File: config.mk
export PLATFORM = sky130hd
export DESIGN_NAME = arp_icmp_reply_classifier
export DESIGN_NICKNAME = d
export VERILOG_FILES = /design/src/rtl/aicr_pkg.sv /design/src/rtl/arp_icmp_reply_classifier.sv /design/src/rtl/aicr_capture.sv
export SDC_FILE = /design/constraint.sdc
export NUM_CORES = 1
export LEC_CHECK = 0
export BUFFER_PORTS_ARGS = -buffer_cell sky130_fd_sc_hd__buf_2
export CAP_MARGIN = 20
export CORE_MARGIN = 2
export CORE_UTILIZATION = 40
export DETAILED_ROUTE_END_ITERATION = 16
export PLACE_DENSITY = 0.66
export SYNTH_ARGS = -nofsm -noshare
export SYNTH_HDL_FRONTEND = slang
export SYNTH_SLANG_ARGS = --single-unit
File: constraint.sdc
create_clock -name clk -period 3.8 [get_ports clk]
set_input_delay 0.76 -clock clk [delete_from_list [all_inputs] [get_ports clk]]
set_output_delay 0.76 -clock clk [all_outputs]
set_load 0.01 [all_outputs]
File: src/rtl/aicr_pkg.sv
// shared types and constants for the arp/icmp reply classifier
package aicr_pkg;

  // field widths
  localparam int unsigned BYTE_W   = 8;
  localparam int unsigned POS_W    = 6;
  localparam int unsigned MAC_W    = 48;
  localparam int unsigned IP_W     = 32;
  localparam int unsigned SEQ_W    = 16;
  localparam int unsigned VERDICT_W = 2;
  localparam int unsigned CFG_IDX_W = 2;
  localparam int unsigned CFG_DATA_W = 32;

  // configuration register indexes
  localparam logic [CFG_IDX_W-1:0] CFG_TARGET_IP    = 2'd0;
  localparam logic [CFG_IDX_W-1:0] CFG_EXPECTED_SEQ = 2'd1;

  // verdict codes
  localparam logic [VERDICT_W-1:0] VERDICT_NONE = 2'd0;
  localparam logic [VERDICT_W-1:0] VERDICT_ARP  = 2'd1;
  localparam logic [VERDICT_W-1:0] VERDICT_ICMP = 2'd2;

  // frame layout, byte offsets with a 20 byte ip header
  localparam logic [POS_W-1:0] POS_MAX       = 6'd63;
  localparam logic [POS_W-1:0] POS_ETYPE_HI  = 6'd12;
  localparam logic [POS_W-1:0] POS_ETYPE_LO  = 6'd13;
  localparam logic [POS_W-1:0] POS_OPER_HI   = 6'd20;
  localparam logic [POS_W-1:0] POS_OPER_LO   = 6'd21;
  localparam logic [POS_W-1:0] POS_SHA_0     = 6'd22;
  localparam logic [POS_W-1:0] POS_SHA_1     = 6'd23;  // also ip protocol
  localparam logic [POS_W-1:0] POS_SHA_2     = 6'd24;
  localparam logic [POS_W-1:0] POS_SHA_3     = 6'd25;
  localparam logic [POS_W-1:0] POS_SHA_4     = 6'd26;
  localparam logic [POS_W-1:0] POS_SHA_5     = 6'd27;
  localparam logic [POS_W-1:0] POS_SPA_0     = 6'd28;
  localparam logic [POS_W-1:0] POS_SPA_1     = 6'd29;
  localparam logic [POS_W-1:0] POS_SPA_2     = 6'd30;
  localparam logic [POS_W-1:0] POS_SPA_3     = 6'd31;
  localparam logic [POS_W-1:0] POS_ICMP_TYPE = 6'd34;
  localparam logic [POS_W-1:0] POS_SEQ_HI    = 6'd40;
  localparam logic [POS_W-1:0] POS_SEQ_LO    = 6'd41;
  localparam logic [POS_W-1:0] ARP_FRAME_LEN = 6'd42;

  // protocol constants
  localparam logic [15:0]      ETYPE_ARP   = 16'h0806;
  localparam logic [15:0]      ETYPE_IPV4  = 16'h0800;
  localparam logic [15:0]      ARP_OP_REPLY = 16'd2;
  localparam logic [7:0]       IP_PROTO_ICMP = 8'd1;
  localparam logic [7:0]       ICMP_ECHO_REPLY = 8'd0;

  // one frame byte moving from the input register into the parser
  typedef struct packed {
    logic              step;
    logic              last;
    logic [BYTE_W-1:0] data;
  } byte_step_t;

  // classification of a finished frame
  typedef struct packed {
    logic [VERDICT_W-1:0] verdict;
    logic [MAC_W-1:0]     sender_mac;
  } frame_result_t;

endpackage

File: src/rtl/arp_icmp_reply_classifier.sv
// top level of the arp reply / icmp echo reply frame classifier
//
//  channel | direction | signals                               | moves
//  in      | sink      | in_valid, in_ready, in_frame_byte,    | one frame byte
//          |           | in_is_last                            |
//  out     | source    | out_valid, out_ready, out_verdict,    | one verdict per frame
//          |           | out_sender_mac                        |
//  cfg     | sink      | cfg_valid, cfg_ready, cfg_index,      | one register write
//          |           | cfg_data                              |
//
// one word per cycle unless a last word waits on a stalled result; a word is held
// in the input register, then the verdict of a last word in the result register.
// synchronous rst_n clears byte count, captured fields, valid and config registers.
// a stalled result only holds back last words; ordinary words keep flowing.
// cfg_ready is always high.
module arp_icmp_reply_classifier
  import aicr_pkg::*;
(
  input  logic                  clk,
  input  logic                  rst_n,
  input  logic                  in_valid,
  output logic                  in_ready,
  input  logic [BYTE_W-1:0]     in_frame_byte,
  input  logic                  in_is_last,
  output logic                  out_valid,
  input  logic                  out_ready,
  output logic [VERDICT_W-1:0]  out_verdict,
  output logic [MAC_W-1:0]      out_sender_mac,
  input  logic                  cfg_valid,
  output logic                  cfg_ready,
  input  logic [CFG_IDX_W-1:0]  cfg_index,
  input  logic [CFG_DATA_W-1:0] cfg_data
);

  logic                 hold_valid_r;
  logic                 hold_last_r;
  logic [BYTE_W-1:0]    hold_byte_r;
  logic [IP_W-1:0]      target_ip_r;
  logic [SEQ_W-1:0]     expected_seq_r;
  logic                 out_valid_r;
  logic [VERDICT_W-1:0] out_verdict_r;
  logic [MAC_W-1:0]     out_sender_mac_r;
  logic                 advance;
  byte_step_t           step;
  frame_result_t        result;

  // the held word moves on unless it is a last word facing a full result
  assign advance  = hold_valid_r && (!hold_last_r || !out_valid_r || out_ready);
  assign in_ready = !hold_valid_r || advance;
  assign cfg_ready = 1'b1;

  assign step.step = advance;
  assign step.last = hold_last_r;
  assign step.data = hold_byte_r;

  // input register
  always_ff @(posedge clk) begin
    if (!rst_n) begin
      hold_valid_r <= 1'b0;
    end else if (in_ready) begin
      hold_valid_r <= in_valid;
    end
  end

  always_ff @(posedge clk) begin
    if (in_valid && in_ready) begin
      hold_byte_r <= in_frame_byte;
      hold_last_r <= in_is_last;
    end
  end

  // configuration registers
  always_ff @(posedge clk) begin
    if (!rst_n) begin
      target_ip_r    <= '0;
      expected_seq_r <= '0;
    end else if (cfg_valid && cfg_ready) begin
      case (cfg_index)
        CFG_TARGET_IP:    target_ip_r    <= cfg_data[IP_W-1:0];
        CFG_EXPECTED_SEQ: expected_seq_r <= cfg_data[SEQ_W-1:0];
        default:          ;
      endcase
    end
  end

  aicr_capture u_capture (
    .clk            (clk),
    .rst_n          (rst_n),
    .step_i         (step),
    .target_ip_i    (target_ip_r),
    .expected_seq_i (expected_seq_r),
    .result_o       (result)
  );

  // result register
  always_ff @(posedge clk) begin
    if (!rst_n) begin
      out_valid_r <= 1'b0;
    end else if (advance && hold_last_r) begin
      out_valid_r <= 1'b1;
    end else if (out_ready) begin
      out_valid_r <= 1'b0;
    end
  end

  always_ff @(posedge clk) begin
    if (advance && hold_last_r) begin
      out_verdict_r    <= result.verdict;
      out_sender_mac_r <= result.sender_mac;
    end
  end

  assign out_valid      = out_valid_r;
  assign out_verdict    = out_verdict_r;
  assign out_sender_mac = out_sender_mac_r;

endmodule

File: src/rtl/aicr_capture.sv
// frame byte counter, field capture and verdict logic
module aicr_capture
  import aicr_pkg::*;
(
  input  logic                 clk,
  input  logic                 rst_n,
  input  byte_step_t           step_i,
  input  logic [IP_W-1:0]      target_ip_i,
  input  logic [SEQ_W-1:0]     expected_seq_i,
  output frame_result_t        result_o
);

  logic [POS_W-1:0]  pos_r,   pos_nxt;
  logic [15:0]       etype_r, etype_nxt;
  logic [15:0]       oper_r,  oper_nxt;
  logic [MAC_W-1:0]  mac_r,   mac_nxt;
  logic [IP_W-1:0]   spa_r,   spa_nxt;
  logic [7:0]        proto_r, proto_nxt;
  logic [7:0]        icmp_r,  icmp_nxt;
  logic [SEQ_W-1:0]  seq_r,   seq_nxt;
  logic              arp_hit;
  logic              icmp_hit;

  // capture the current word at its offset, count until saturation
  always_comb begin
    pos_nxt   = pos_r;
    etype_nxt = etype_r;
    oper_nxt  = oper_r;
    mac_nxt   = mac_r;
    spa_nxt   = spa_r;
    proto_nxt = proto_r;
    icmp_nxt  = icmp_r;
    seq_nxt   = seq_r;
    if (pos_r != POS_MAX) begin
      pos_nxt = pos_r + 1'b1;
      case (pos_r)
        POS_ETYPE_HI:  etype_nxt[15:8] = step_i.data;
        POS_ETYPE_LO:  etype_nxt[7:0]  = step_i.data;
        POS_OPER_HI:   oper_nxt[15:8]  = step_i.data;
        POS_OPER_LO:   oper_nxt[7:0]   = step_i.data;
        POS_SHA_0:     mac_nxt[7:0]    = step_i.data;
        POS_SHA_1: begin
          mac_nxt[15:8] = step_i.data;
          proto_nxt     = step_i.data;
        end
        POS_SHA_2:     mac_nxt[23:16]  = step_i.data;
        POS_SHA_3:     mac_nxt[31:24]  = step_i.data;
        POS_SHA_4:     mac_nxt[39:32]  = step_i.data;
        POS_SHA_5:     mac_nxt[47:40]  = step_i.data;
        POS_SPA_0:     spa_nxt[7:0]    = step_i.data;
        POS_SPA_1:     spa_nxt[15:8]   = step_i.data;
        POS_SPA_2:     spa_nxt[23:16]  = step_i.data;
        POS_SPA_3:     spa_nxt[31:24]  = step_i.data;
        POS_ICMP_TYPE: icmp_nxt        = step_i.data;
        POS_SEQ_HI:    seq_nxt[15:8]   = step_i.data;
        POS_SEQ_LO:    seq_nxt[7:0]    = step_i.data;
        default:       ;
      endcase
    end
  end

  // verdict on the fields including the current word
  assign arp_hit  = (pos_nxt >= ARP_FRAME_LEN) && (etype_nxt == ETYPE_ARP) &&
                    (oper_nxt == ARP_OP_REPLY) && (spa_nxt == target_ip_i);
  assign icmp_hit = (pos_nxt > ARP_FRAME_LEN) && (etype_nxt == ETYPE_IPV4) &&
                    (proto_nxt == IP_PROTO_ICMP) && (icmp_nxt == ICMP_ECHO_REPLY) &&
                    (seq_nxt == expected_seq_i);

  always_comb begin
    result_o.verdict    = VERDICT_NONE;
    result_o.sender_mac = '0;
    if (arp_hit) begin
      result_o.verdict    = VERDICT_ARP;
      result_o.sender_mac = mac_nxt;
    end else if (icmp_hit) begin
      result_o.verdict = VERDICT_ICMP;
    end
  end

  // frame state, cleared after the last word
  always_ff @(posedge clk) begin
    if (!rst_n || (step_i.step && step_i.last)) begin
      pos_r   <= '0;
      etype_r <= '0;
      oper_r  <= '0;
      mac_r   <= '0;
      spa_r   <= '0;
      proto_r <= '0;
      icmp_r  <= '0;
      seq_r   <= '0;
    end else if (step_i.step) begin
      pos_r   <= pos_nxt;
      etype_r <= etype_nxt;
      oper_r  <= oper_nxt;
      mac_r   <= mac_nxt;
      spa_r   <= spa_nxt;
      proto_r <= proto_nxt;
      icmp_r  <= icmp_nxt;
      seq_r   <= seq_nxt;
    end
  end

endmodule
==> flow_summary.json <==
{
  "status": "finished clean",
  "die_area_um2": 30630,
  "syn_nets": 1402,
  "drt-total-wl_um": 30840,
  "synth_top_area_cell": "dfxtp_1",
  "syn_area_um2": 11700,
  "avgViaCountPerCell": 5.326,
  "gp_congestion": 0.9493,
  "grt_max_degree": 52,
  "die_y_um": 175.0,
  "crit_slowest_cell": "and4b_1",
  "drive_above_1_share_pct": 14.05,
  "drtIter0Drc": 868,
  "crit_path_start_kind": "flip-flop",
  "num_vias": 9667,
  "crit_chain": "and4b_1, and2_1, mux2i_1, xor2_1, nand4_1, or4_2, buf_4, nor3_1",
  "ys_top_cells_by_area": "dfxtp_1 34%, edfxtp_1 15%, nand2_1 11%",
  "htree_levels": 1,
  "die_x_um": 175.0,
  "path_buf_inv": 1,
  "syn_area_per_cell_um2": 8.666,
  "synth_top_area_share_pct": 34.22,
  "post-route-cell-area_um2": 13430,
  "yosysSeqAreaShare_pct": 49.37,
  "min_path_type": "input port to flip-flop",
  "whs_path_depth": 1,
  "vdd_drop_max_uv": 303.0,
  "final_max_slew_viol_count": 0,
  "grt_overflow_total": 0,
  "tightestPinTransition_ns": 0.9474,
  "yosysMostFrequentCell": "nand2_1",
  "rsz0062_at_grt": "false",
  "antenna-diode-count": 0,
  "post-dp-hpwl_um": 20930,
  "wl_per_cell_um": 16.99,
  "design.portCount": 101,
  "syn_to_final_growth_pct": 14.79,
  "synth.top_cells.by_count": "344 x nand2_1, 200 x dfxtp_1, 139 x a21oi_1, 90 x mux2i_1, 82 x clkbuf_1",
  "finalSetupTns_ns": 0,
  "grt_util_all_layers_pct": 19.70,
  "clk_latency_ns": 0.53,
  "cts_buffers": 27,
  "antenna_found_initial": 0,
  "worst-path-stages": 8,
  "layout_min_cycle_time_ns": 3.522,
  "ys_async_sr_fraction_pct": 0,
  "fin_crit_sh_pct": 92.67,
  "cts_resized": 0,
  "cts_setup_buffers": 0,
  "clock_path_buffers": 3,
  "start_util_pct": 40.65,
  "placed_cell_area_um2": 12530,
  "fmax_mhz": 284.0,
  "first_pass_iters": 6,
  "clock_skew_ns": 0.01160,
  "core_area_um2": 28780,
  "worstSetupPathType": "flip-flop to flip-flop",
  "portBuffers": 99,
  "synth_edf_count": 59,
  "ys_ff_latch": 259,
  "final_nets": 1465,
  "r2r_cells": 8,
  "clk_pin_slew_ns": 0.06,
  "nFillCells": 2822,
  "leakagePower_nw": 4.986,
  "synth_ff_type": "dfxtp_1",
  "post-route-worst-setup-slack_ns": 0.2784,
  "path_max_fanout": 49,
  "crit_family": "simple AND/OR/NAND/NOR gates",
  "slowest_delay_ns": 0.56,
  "num_rows": 62,
  "cts_tree": "yes",
  "cts.sinks": 259,
  "synth_cells": 1350,
  "dp_slack_ns": 0.3423,
  "ys_types": 65,
  "final-setup-viol-count": 0,
  "drcViolationCount": 0,
  "crit_arrival_ns": 3.88,
  "cts-root-buf": "clkbuf_16",
  "drv_cap": 0,
  "grt_pass1_vias": 8947,
  "cp-end-kind": "flip-flop",
  "cp.required_ns": 4.16,
  "powerDensity_nw_per_um2": 432.3,
  "final_hold_viol_count": 0,
  "relSlewSlack_pct": 36.84,
  "grt_first_pass_wirelength_um": 48770,
  "ant_nets": 0,
  "ys_warn_count": 0,
  "holdBufCountCts": 0
}
-- area by class of cell --
type / count / area [um^2] / area share, %
inverter: 28 / 105.1 / 0.7826
clock buffer: 35 / 777.0 / 5.786
tap: 384 / 480.5 / 3.578
sequential: 259 / 5776 / 43.01
multi-input combinational: 962 / 5406 / 40.26
clock inverter: 12 / 118.9 / 0.8851
timing repair buffer: 135 / 765.7 / 5.702
-- routing by layer --
metal / global-route usage (%) / share of wire [%] / vias up
li1: - / - / 4772
met2: 31.21 / 45 / 337
met4: 4.688 / 2.2 / 0
met5: 0 / 0 / -
met3: 3.394 / 6.6 / 49
met1: 28.02 / 46 / 4509
-- layout by cell type, fill, tap and decap left out, types with 36 or more instances in the layout --
| master | count |
|---|---|
| nor3_1 | 45 |
| nor2_1 | 71 |
| nand3_1 | 42 |
| a21oi_1 | 139 |
| nand2_1 | 344 |
| dfxtp_1 | 200 |
| buf_4 | 36 |
| edfxtp_1 | 59 |
| mux2i_1 | 90 |
| buf_2 | 99 |
| a21boi_0 | 49 |
-- worst reg2reg max path, stage by stage (launching register included) --
cell and delay (ns):
dfxtp_1 0.55, and4b_1 0.56, and2_1 0.50, mux2i_1 0.27, xor2_1 0.16, nand4_1 0.13, or4_2 0.55, buf_4 0.30
nor3_1 0.33
-- flip-flops by register name (all words and copies together), names as in the netlist, 16 cells and up --
register and cells:
u_capture.mac_r 48, out_sender_mac 48, target_ip_r 32, u_capture.seq_r 16
u_capture.etype_r 16, expected_seq_r 16, u_capture.spa_r 32, u_capture.oper_r 16
-- power breakdown --
part	total [mW]	switching, mW	internal, mW
sequential	2.87	0.0365	2.84
combinational	0.280	0.192	0.0881
clock	2.65	1.08	1.57
total	5.81	1.31	4.50
-- through the flow --
stage	utilization, %	instances	power [mW]	hold slack (ns)
after global routing	46.66	1815	5.993	0.3950
after floorplan	-	1350	3.088	0.4308
final	46.66	1815	5.806	0.4073
after global placement	43.52	1767	3.212	0.4376
after detailed placement	43.52	1767	3.213	0.4433
after CTS	46.64	1814	5.860	0.3914
-- cells by family after synthesis --
logic type	after synthesis	share of synthesized area, %
buf+inv	129	4.545
fa+ha+maj	4	0.4278
simple gates	576	21.70
mux	95	8.182
xor+xnor	37	2.770
other cells	1	0.03205
compound gates	249	12.97
flops	259	49.37
-- final timing paths --
path                        startpoint                   end  slack, ns
setup / recovery    u_capture.pos_r[4]    out_sender_mac[25]       0.28
hold reg to reg   u_capture.oper_r[11]  u_capture.oper_r[11]       0.45
setup reg to reg    u_capture.pos_r[4]    out_sender_mac[25]       0.28
hold / removal              in_is_last           hold_last_r       0.41
Note: power is estimated with default switching activity, not from simulation.
